`src/pgac_pkg.sv`:
```
package pgac_pkg;

  localparam int PRESENCE_W = 4;
  localparam int GAS_W      = 10;
  localparam int DEBOUNCE_W = 8;
  localparam int DIVIDE_W   = 7;
  localparam int ELAPSED_W  = 11;
  localparam int MSG_W      = 2;
  localparam int MODE_W     = 2;
  localparam int CFG_IDX_W  = 2;
  localparam int CFG_DATA_W = 11;

  // register indexes on the config port
  localparam logic [CFG_IDX_W-1:0] REG_GAS_THRESHOLD  = 2'd0;
  localparam logic [CFG_IDX_W-1:0] REG_DEBOUNCE_TICKS = 2'd1;
  localparam logic [CFG_IDX_W-1:0] REG_SLOW_DIVIDE    = 2'd2;
  localparam logic [CFG_IDX_W-1:0] REG_RESEND_TICKS   = 2'd3;

  // register reset values
  localparam logic [GAS_W-1:0]      GAS_THRESHOLD_RST  = 10'd200;
  localparam logic [DEBOUNCE_W-1:0] DEBOUNCE_TICKS_RST = 8'd20;
  localparam logic [DIVIDE_W-1:0]   SLOW_DIVIDE_RST    = 7'd100;
  localparam logic [ELAPSED_W-1:0]  RESEND_TICKS_RST   = 11'd1200;

  // message codes
  localparam logic [MSG_W-1:0] MSG_NONE    = 2'd0;
  localparam logic [MSG_W-1:0] MSG_STARTED = 2'd1;
  localparam logic [MSG_W-1:0] MSG_ALARM   = 2'd2;

  typedef struct packed {
    logic [PRESENCE_W-1:0] presence_bits;
    logic                  button_level;
    logic [GAS_W-1:0]      gas_sample;
  } in_word_t;

  typedef struct packed {
    logic             lamp_on;
    logic             siren_relay_on;
    logic [MSG_W-1:0] message_request;
    logic             alarm_active;
  } out_word_t;

  typedef struct packed {
    logic [GAS_W-1:0]      gas_threshold;
    logic [DEBOUNCE_W-1:0] debounce_ticks;
    logic [DIVIDE_W-1:0]   slow_tick_divide;
    logic [ELAPSED_W-1:0]  resend_slow_ticks;
  } cfg_t;

endpackage

```
`src/pgac_in_if.sv`:
```
interface pgac_in_if import pgac_pkg::*; ();
  logic                  valid;
  logic                  ready;
  logic [PRESENCE_W-1:0] presence_bits;
  logic                  button_level;
  logic [GAS_W-1:0]      gas_sample;

  modport source (output valid, output presence_bits, output button_level,
                  output gas_sample, input ready);
  modport sink (input valid, input presence_bits, input button_level,
                input gas_sample, output ready);
endinterface

```
`src/pgac_out_if.sv`:
```
interface pgac_out_if import pgac_pkg::*; ();
  logic             valid;
  logic             ready;
  logic             lamp_on;
  logic             siren_relay_on;
  logic [MSG_W-1:0] message_request;
  logic             alarm_active;

  modport source (output valid, output lamp_on, output siren_relay_on,
                  output message_request, output alarm_active, input ready);
  modport sink (input valid, input lamp_on, input siren_relay_on,
                input message_request, input alarm_active, output ready);
endinterface

```
`src/pgac_cfg.sv`:
```
module pgac_cfg import pgac_pkg::*; (
  input  logic                  clk,
  input  logic                  rst,
  input  logic                  we,
  input  logic [CFG_IDX_W-1:0]  index,
  input  logic [CFG_DATA_W-1:0] data,
  output cfg_t                  cfg
);

  always_ff @(posedge clk) begin
    if (rst) begin
      cfg.gas_threshold     <= GAS_THRESHOLD_RST;
      cfg.debounce_ticks    <= DEBOUNCE_TICKS_RST;
      cfg.slow_tick_divide  <= SLOW_DIVIDE_RST;
      cfg.resend_slow_ticks <= RESEND_TICKS_RST;
    end else if (we) begin
      unique case (index)
        REG_GAS_THRESHOLD:  cfg.gas_threshold     <= data[GAS_W-1:0];
        REG_DEBOUNCE_TICKS: cfg.debounce_ticks    <= data[DEBOUNCE_W-1:0];
        REG_SLOW_DIVIDE:    cfg.slow_tick_divide  <= data[DIVIDE_W-1:0];
        REG_RESEND_TICKS:   cfg.resend_slow_ticks <= data[ELAPSED_W-1:0];
        default: ;
      endcase
    end
  end

endmodule

```
`src/pgac_core.sv`:
```
module pgac_core import pgac_pkg::*; (
  input  logic      clk,
  input  logic      rst,
  input  cfg_t      cfg,
  input  logic      advance,
  input  in_word_t  item,
  output out_word_t result
);

  localparam logic [MODE_W-1:0] MODE_STARTUP = 2'd0;
  localparam logic [MODE_W-1:0] MODE_WATCH   = 2'd1;
  localparam logic [MODE_W-1:0] MODE_ALARM   = 2'd2;

  logic [MODE_W-1:0]     mode, mode_next;
  logic [DIVIDE_W-1:0]   slow_divider, slow_divider_next;
  logic [DEBOUNCE_W-1:0] debounce_count, debounce_count_next;
  logic                  button_last, button_last_next;
  logic                  button_stable, button_stable_next;
  logic                  message_sent, message_sent_next;
  logic [ELAPSED_W-1:0]  alarm_elapsed, alarm_elapsed_next;

  logic [DEBOUNCE_W-1:0] count_mid;
  logic [DIVIDE_W-1:0]   div_inc;
  logic [ELAPSED_W-1:0]  elapsed_inc;
  logic                  slow_tick;
  logic                  pressed;
  logic [MSG_W-1:0]      msg;
  logic                  on;

  always_comb begin
    // debounce: a change reloads, a steady level with the count run out is taken
    button_last_next   = button_last;
    button_stable_next = button_stable;
    count_mid          = debounce_count;
    if (item.button_level != button_last) begin
      button_last_next = item.button_level;
      count_mid        = cfg.debounce_ticks;
    end else if (debounce_count == '0) begin
      button_stable_next = button_last;
    end
    debounce_count_next = (count_mid != '0) ? count_mid - 1'b1 : count_mid;

    // slow tick divider, fires and clears when the incremented count reaches the divide value
    div_inc           = slow_divider + 1'b1;
    slow_tick         = (div_inc >= cfg.slow_tick_divide);
    slow_divider_next = slow_tick ? '0 : div_inc;

    pressed = !button_stable_next;

    mode_next          = mode;
    message_sent_next  = message_sent;
    alarm_elapsed_next = alarm_elapsed;
    msg                = MSG_NONE;
    elapsed_inc        = (alarm_elapsed != '1) ? alarm_elapsed + 1'b1 : alarm_elapsed;

    unique case (mode)
      MODE_STARTUP: begin
        msg                = MSG_STARTED;
        message_sent_next  = 1'b0;
        alarm_elapsed_next = '0;
        mode_next          = MODE_WATCH;
      end
      MODE_ALARM: begin
        if (slow_tick) begin
          if (!message_sent) begin
            msg               = MSG_ALARM;
            message_sent_next = 1'b1;
          end
          alarm_elapsed_next = elapsed_inc;
          if (elapsed_inc >= cfg.resend_slow_ticks && !pressed) begin
            msg                = MSG_ALARM;
            alarm_elapsed_next = '0;
          end
        end
        if (pressed) begin
          message_sent_next = 1'b0;
          mode_next         = MODE_WATCH;
        end
      end
      default: begin
        // watch, and the unused code behaves as watch
        mode_next = MODE_WATCH;
        if (slow_tick && item.presence_bits != '0 &&
            item.gas_sample > cfg.gas_threshold) begin
          mode_next          = MODE_ALARM;
          alarm_elapsed_next = '0;
          message_sent_next  = 1'b0;
        end
      end
    endcase

    on                     = (mode_next == MODE_ALARM);
    result.lamp_on         = on;
    result.siren_relay_on  = on;
    result.message_request = msg;
    result.alarm_active    = on;
  end

  always_ff @(posedge clk) begin
    if (rst) begin
      mode           <= MODE_STARTUP;
      slow_divider   <= '0;
      debounce_count <= '0;
      button_last    <= 1'b1;
      button_stable  <= 1'b1;
      message_sent   <= 1'b0;
      alarm_elapsed  <= '0;
    end else if (advance) begin
      mode           <= mode_next;
      slow_divider   <= slow_divider_next;
      debounce_count <= debounce_count_next;
      button_last    <= button_last_next;
      button_stable  <= button_stable_next;
      message_sent   <= message_sent_next;
      alarm_elapsed  <= alarm_elapsed_next;
    end
  end

endmodule

```
`src/presence_gas_alarm_controller_unit.sv`:
```
// channel  | dir | handshake     | word
// ---------+-----+---------------+-------------------------------------------------
// sensor   | in  | valid / ready | presence_bits[3:0], button_level, gas_sample[9:0]
// alarm    | out | valid / ready | lamp_on, siren_relay_on, message_request[1:0],
//          |     |               | alarm_active
// cfg      | in  | cfg_we        | cfg_index[1:0], cfg_data[10:0]
//
// One word per clock sustained while the alarm side is ready; a word passes the
// input register, then the result register. All controller state advances when
// a word moves from the input register into the result register.
// rst is synchronous, active high; config returns to its defaults.
// Stalls: a full result register holds until taken; the input register still
// takes a word while the result register drains in the same cycle.
module presence_gas_alarm_controller_unit import pgac_pkg::*; (
  input  logic                  clk,
  input  logic                  rst,
  pgac_in_if.sink               sensor,
  pgac_out_if.source            alarm,
  input  logic                  cfg_we,
  input  logic [CFG_IDX_W-1:0]  cfg_index,
  input  logic [CFG_DATA_W-1:0] cfg_data
);

  cfg_t      cfg;
  logic      s1_valid;
  in_word_t  s1_word;
  logic      out_valid;
  out_word_t out_word;
  out_word_t result;
  logic      out_free;
  logic      advance;

  // result register can take a word when empty or being drained
  assign out_free     = !out_valid || alarm.ready;
  assign advance      = s1_valid && out_free;
  assign sensor.ready = !s1_valid || out_free;

  pgac_cfg u_cfg (
    .clk   (clk),
    .rst   (rst),
    .we    (cfg_we),
    .index (cfg_index),
    .data  (cfg_data),
    .cfg   (cfg)
  );

  // input register
  always_ff @(posedge clk) begin
    if (rst) begin
      s1_valid <= 1'b0;
    end else if (sensor.ready) begin
      s1_valid <= sensor.valid;
    end
  end

  always_ff @(posedge clk) begin
    if (sensor.valid && sensor.ready) begin
      s1_word.presence_bits <= sensor.presence_bits;
      s1_word.button_level  <= sensor.button_level;
      s1_word.gas_sample    <= sensor.gas_sample;
    end
  end

  pgac_core u_core (
    .clk     (clk),
    .rst     (rst),
    .cfg     (cfg),
    .advance (advance),
    .item    (s1_word),
    .result  (result)
  );

  // result register
  always_ff @(posedge clk) begin
    if (rst) begin
      out_valid <= 1'b0;
    end else if (out_free) begin
      out_valid <= s1_valid;
    end
  end

  always_ff @(posedge clk) begin
    if (advance) begin
      out_word <= result;
    end
  end

  assign alarm.valid           = out_valid;
  assign alarm.lamp_on         = out_word.lamp_on;
  assign alarm.siren_relay_on  = out_word.siren_relay_on;
  assign alarm.message_request = out_word.message_request;
  assign alarm.alarm_active    = out_word.alarm_active;

endmodule
```
`src/flat_wrapper.sv`:
```
// flat-port wrapper written by rule: the top's interface ports become plain ports
module presence_gas_alarm_controller_unit_flat import pgac_pkg::*;
  (clk, rst, cfg_we, cfg_index, cfg_data, sensor_valid, sensor_presence_bits, sensor_button_level, sensor_gas_sample, sensor_ready, alarm_valid, alarm_lamp_on, alarm_siren_relay_on, alarm_message_request, alarm_alarm_active, alarm_ready);
  pgac_in_if sensor_i ();
  pgac_out_if alarm_i ();
  input  logic clk;
  input  logic rst;
  input  logic cfg_we;
  input  logic [CFG_IDX_W-1:0] cfg_index;
  input  logic [CFG_DATA_W-1:0] cfg_data;
  input wire logic [$bits(sensor_i.valid)-1:0] sensor_valid;
  input wire logic [$bits(sensor_i.presence_bits)-1:0] sensor_presence_bits;
  input wire logic [$bits(sensor_i.button_level)-1:0] sensor_button_level;
  input wire logic [$bits(sensor_i.gas_sample)-1:0] sensor_gas_sample;
  output wire logic [$bits(sensor_i.ready)-1:0] sensor_ready;
  output wire logic [$bits(alarm_i.valid)-1:0] alarm_valid;
  output wire logic [$bits(alarm_i.lamp_on)-1:0] alarm_lamp_on;
  output wire logic [$bits(alarm_i.siren_relay_on)-1:0] alarm_siren_relay_on;
  output wire logic [$bits(alarm_i.message_request)-1:0] alarm_message_request;
  output wire logic [$bits(alarm_i.alarm_active)-1:0] alarm_alarm_active;
  input wire logic [$bits(alarm_i.ready)-1:0] alarm_ready;
  assign sensor_i.valid = sensor_valid;
  assign sensor_i.presence_bits = sensor_presence_bits;
  assign sensor_i.button_level = sensor_button_level;
  assign sensor_i.gas_sample = sensor_gas_sample;
  assign sensor_ready = sensor_i.ready;
  assign alarm_valid = alarm_i.valid;
  assign alarm_lamp_on = alarm_i.lamp_on;
  assign alarm_siren_relay_on = alarm_i.siren_relay_on;
  assign alarm_message_request = alarm_i.message_request;
  assign alarm_alarm_active = alarm_i.alarm_active;
  assign alarm_i.ready = alarm_ready;
  presence_gas_alarm_controller_unit u_core (.clk(clk), .rst(rst), .sensor(sensor_i), .alarm(alarm_i), .cfg_we(cfg_we), .cfg_index(cfg_index), .cfg_data(cfg_data));
endmodule
```
`config.mk`:
```
export PLATFORM = sky130hd
export DESIGN_NAME = presence_gas_alarm_controller_unit_flat
export DESIGN_NICKNAME = d
export VERILOG_FILES = /design/src/pgac_pkg.sv /design/src/pgac_in_if.sv /design/src/pgac_out_if.sv /design/src/pgac_cfg.sv /design/src/pgac_core.sv /design/src/presence_gas_alarm_controller_unit.sv /design/src/flat_wrapper.sv
export SDC_FILE = /design/constraint.sdc
export NUM_CORES = 1
export LEC_CHECK = 0
export BUFFER_PORTS_ARGS = -buffer_cell sky130_fd_sc_hd__buf_2
export CORE_ASPECT_RATIO = 0.7
export CORE_MARGIN = 1
export CORE_UTILIZATION = 30
export CTS_BUF_LIST = sky130_fd_sc_hd__clkbuf_16
export DETAILED_ROUTE_END_ITERATION = 16
export GPL_TIMING_DRIVEN = 0
export PLACE_DENSITY = 0.54
export REMOVE_ABC_BUFFERS = 1
export SLEW_MARGIN = 0
export SYNTH_ARGS = -nofsm -noshare
export SYNTH_HDL_FRONTEND = slang
export SYNTH_HIERARCHICAL = 1
export SYNTH_SLANG_ARGS = --single-unit
```
`constraint.sdc`:
```
create_clock -name clk -period 10.08 [get_ports clk]
set_input_delay 0.504 -clock clk [delete_from_list [all_inputs] [get_ports clk]]
set_output_delay 0.504 -clock clk [all_outputs]
set_load 0.02 [all_outputs]
```
==> metrics.yaml <==
status: "completed"
synth.top_cells.by_area: "dfxtp_1, edfxtp_1, mux2i_1"
grt_first_pass_wirelength_um: 19400
cts_made_buffers: 9
syn_area_mm2: 0.00503
cp_data_arrival_time_ns: 4.23
total_power_uw: 835
core_area_mm2: 0.0163
htree_levels: 3
hold_start: "sensor_gas_sample[9]"
path_class: "register to register"
wl_um: 11700
antenna_left: 0
synth_top_cell_area_share: 0.275
cts_resized: 0
hold_violations: 0
path_cells: "ha_1, and3_1, nand4_1, nor2_1, mux2_2, ha_1, o21ai_0, o21ai_0, a211oi_1, o41ai_4, nor4b_1, a31o_1"
die_y_um: 110
fp.dieArea_mm2: 0.0173
antenna_cells: 0
hold_end: "u_core/s1_word[9]"
grt-ovfl-total: 0
finClkSkew_ns: 0.00507
dpl_worst_slack_ns: 6.21
drive_gt1_frac: 0.117
area_delta_synth_final_pct: 12.7
grtUsageTotal: 0.147
endpoint_kind: "register"
path_clk_slew_ns: 0.06
tns_ns: 0
ir_drop_mv: 0.0740
via_count: 3863
wl_per_cell_um: 14.9
drc: 0
antenna_found_initial: 0
cap_violations: 0
ff2ff_setup_slack_ns: 6.14
slew-limit-headroom: 0.185
setup_violations: 0
hold_class: "input port to register"
yosysUniqueCellTypes: 67
required_ns: 10.37
synthCells: 536
ctsLongestPathBuffers: 2
yosys.area.top_type: "dfxtp_1"
yosysWarnings: 6
cp_num_buf_inv: 0
port_buffers: 39
clock_latency_ns: 0.34
critical_path.top_delay_family: "simple AND/OR/NAND/NOR gates"
rsz0062_at_grt: "no"
power.leakage_uw: 0.00237
syn_area_per_cell_um2: 9.39
place_congestion: 0.839
power.density_mw_per_mm2: 147
drt_iter0_drc: 273
clkSinkCount: 89
report.final.slew_viol_count: 0
synth_ff_type: "dfxtp_1"
place_inst: 774
cpMaxStageDelayCell: "a211oi_1"
worst_pin_slew_ns: 1.22
cts_tree: "done"
r2r-start: "u_core/u_core/alarm_elapsed[0]"
clockRootBuffer: "clkbuf_16"
r2r_cells: 12
cp-start-kind: "register"
seq_area_frac_synth: 0.394
initial_core_util: 0.308
finalCriticalPeriod_ns: 3.94
first_global_vias: 3742
utilization: 0.347
dr.pass1.iters: 4
r2r-end: "u_core/u_core/alarm_elapsed[1]"
ys_async_sr_fraction: 0
dp_hpwl_um: 8680
slowest_delay_ns: 0.59
hold_path_depth: 1
routed_via_density: 4.89
cts_setup_buffers: 0
ioPinCount: 40
fin_ws_ns: 6.14
stdcell_count: 790
grt_max_degree: 75
die_w_um: 157
fin_crit_sh: 0.391
postCtsHoldBufs: 0
nets: 625
max_freq_mhz: 254
fp-row-count: 39
synth_edf_count: 20
synth-seq-cells: 89
crit_path_max_fanout: 10
## layer usage
metal	wire (um)	part of all wire	vias to the layer above	track usage
met2	4650	0.40	84	0.207
li1	-	-	1968	-
met4	150	0.013	0	0.0490
met1	6400	0.55	1799	0.216
met5	0	0	-	0
met3	527	0.045	12	0.0352
## state kept, by name (all words and copies together), names as in the netlist
| signal | flops |
|---|---|
| u_core/u_cfg/cfg | 36 |
| u_core/s1_word | 15 |
| u_core/u_core/alarm_elapsed | 11 |
| u_core/u_core/debounce_count | 8 |
| u_core/u_core/slow_divider | 7 |
| u_core/alarm.message_request | 2 |
| u_core/u_core/mode | 2 |
| u_core/alarm.alarm_active | 1 |
| u_core/alarm.lamp_on | 1 |
| u_core/alarm.siren_relay_on | 1 |
| u_core/alarm.valid | 1 |
| u_core/s1_valid | 1 |
| u_core/u_core/button_last | 1 |
| u_core/u_core/button_stable | 1 |
| u_core/u_core/message_sent | 1 |
## worst reg2reg max path, cell delays in order, from the launching register on
cell,delay (ns)
dfxtp_1,0.46
ha_1,0.21
and3_1,0.25
nand4_1,0.29
nor2_1,0.45
mux2_2,0.40
ha_1,0.26
o21ai_0,0.15
o21ai_0,0.11
a211oi_1,0.59
o41ai_4,0.22
nor4b_1,0.36
a31o_1,0.14
## where the power goes
group / internal [uW] / switching, uW
Sequential: 380 / 11.7
Combinational: 46.1 / 69.3
Clock: 189 / 139
## per-stage QoR
| step | area [um^2] | hold slack [ns] |
|---|---|---|
| after floorplan | 4910 | 0.438 |
| after global placement | 5380 | 0.453 |
| after detailed placement | 5380 | 0.460 |
| after CTS | 5670 | 0.326 |
| after global routing | 5670 | 0.321 |
| final | 5670 | 0.335 |
## layout make-up
cell class                 instances  area (um^2)
tap                              225          282
timing repair buffer              39          195
sequential                        89         1980
fill                            1661        10700
multi-input combinational        380         2770
inverter                          41          154
clock inverter                     7         61.3
clock buffer                       9          225
## how the worst max path moves through the flow
stage	startpoint	endpoint	cells past startpoint
finish	u_core/u_core/alarm_elapsed[0]	u_core/u_core/alarm_elapsed[1]	12
global route	u_core/u_core/alarm_elapsed[0]	u_core/u_core/alarm_elapsed[1]	12
CTS	u_core/u_core/alarm_elapsed[0]	u_core/u_core/alarm_elapsed[1]	12
detailed placement	u_core/u_core/alarm_elapsed[0]	u_core/u_core/alarm_elapsed[1]	12
global placement	u_core/u_core/alarm_elapsed[0]	u_core/u_core/alarm_elapsed[2]	12
floorplan	u_core/u_core/alarm_elapsed[0]	u_core/u_core/alarm_elapsed[0]	12
## synth_stat cells, types with 2 or more instances
| master | number |
|---|---|
| nand4_1 | 7 |
| nor2_1 | 45 |
| and3_1 | 9 |
| a21o_1 | 3 |
| a2111oi_0 | 2 |
| a32oi_1 | 2 |
| ha_1 | 32 |
| o32ai_1 | 4 |
| or3_1 | 5 |
| nor4_1 | 6 |
| and2_1 | 2 |
| inv_1 | 39 |
| o21ai_1 | 3 |
| a31oi_1 | 3 |
| o31a_1 | 3 |
| a22oi_1 | 3 |
| nand2b_1 | 41 |
| mux2i_1 | 46 |
| nand2_1 | 24 |
| nor3b_1 | 2 |
| a211oi_2 | 2 |
| buf_4 | 6 |
| or2_2 | 2 |
| mux2_2 | 3 |
| xor2_1 | 5 |
| a31o_1 | 9 |
| nor3_1 | 7 |
| xnor2_1 | 10 |
| o211ai_1 | 7 |
| dfxtp_1 | 69 |
| or4_1 | 3 |
| clkbuf_1 | 17 |
| and3b_1 | 2 |
| nand3_1 | 16 |
| nor4b_1 | 3 |
| a21oi_1 | 20 |
| clkinv_1 | 2 |
| buf_2 | 3 |
| o21ai_0 | 19 |
| a211oi_1 | 4 |
| edfxtp_1 | 20 |
## placed cells by master, fill, tap and decap left out, types with 3 or more instances in the layout
| cell type | Yosys | layout |
|---|---|---|
| a211oi_1 | 4 | 4 |
| nand3_1 | 16 | 16 |
| nor4b_1 | 3 | 3 |
| nand4_1 | 7 | 7 |
| nor3_1 | 7 | 7 |
| o21ai_0 | 19 | 19 |
| o21ai_1 | 3 | 3 |
| nand2_1 | 24 | 24 |
| or4_1 | 3 | 3 |
| dfxtp_1 | 69 | 69 |
| nand2b_1 | 41 | 41 |
| or3_1 | 5 | 5 |
| and3_1 | 9 | 9 |
| edfxtp_1 | 20 | 20 |
| a31o_1 | 9 | 9 |
| clkinv_1 | 2 | 6 |
| o31a_1 | 3 | 3 |
| ha_1 | 32 | 32 |
| o211ai_1 | 7 | 7 |
| mux2i_1 | 46 | 46 |
| a21oi_1 | 20 | 20 |
| a31oi_1 | 3 | 3 |
| inv_1 | 39 | 39 |
| xnor2_1 | 10 | 10 |
| nor2_1 | 45 | 45 |
| xor2_1 | 5 | 5 |
| clkbuf_16 | 0 | 9 |
| a21o_1 | 3 | 3 |
| mux2_2 | 3 | 3 |
| nor4_1 | 6 | 6 |
| o32ai_1 | 4 | 4 |
| a22oi_1 | 3 | 3 |
| buf_2 | 3 | 39 |
## kinds of logic (layout without fill, tap and decap cells)
family	after synthesis	count (layout)	share of synthesized area
and+or+nand+nor	185	185	0.204
xor gates and xnor gates	16	16	0.0293
muxes	50	50	0.100
DFF	89	89	0.394
buffers and inverters	67	96	0.0552
AOI/OAI and AO/OA	97	97	0.138
adders and majority gates	32	32	0.0796
Note: power is estimated with default switching activity, not from simulation.
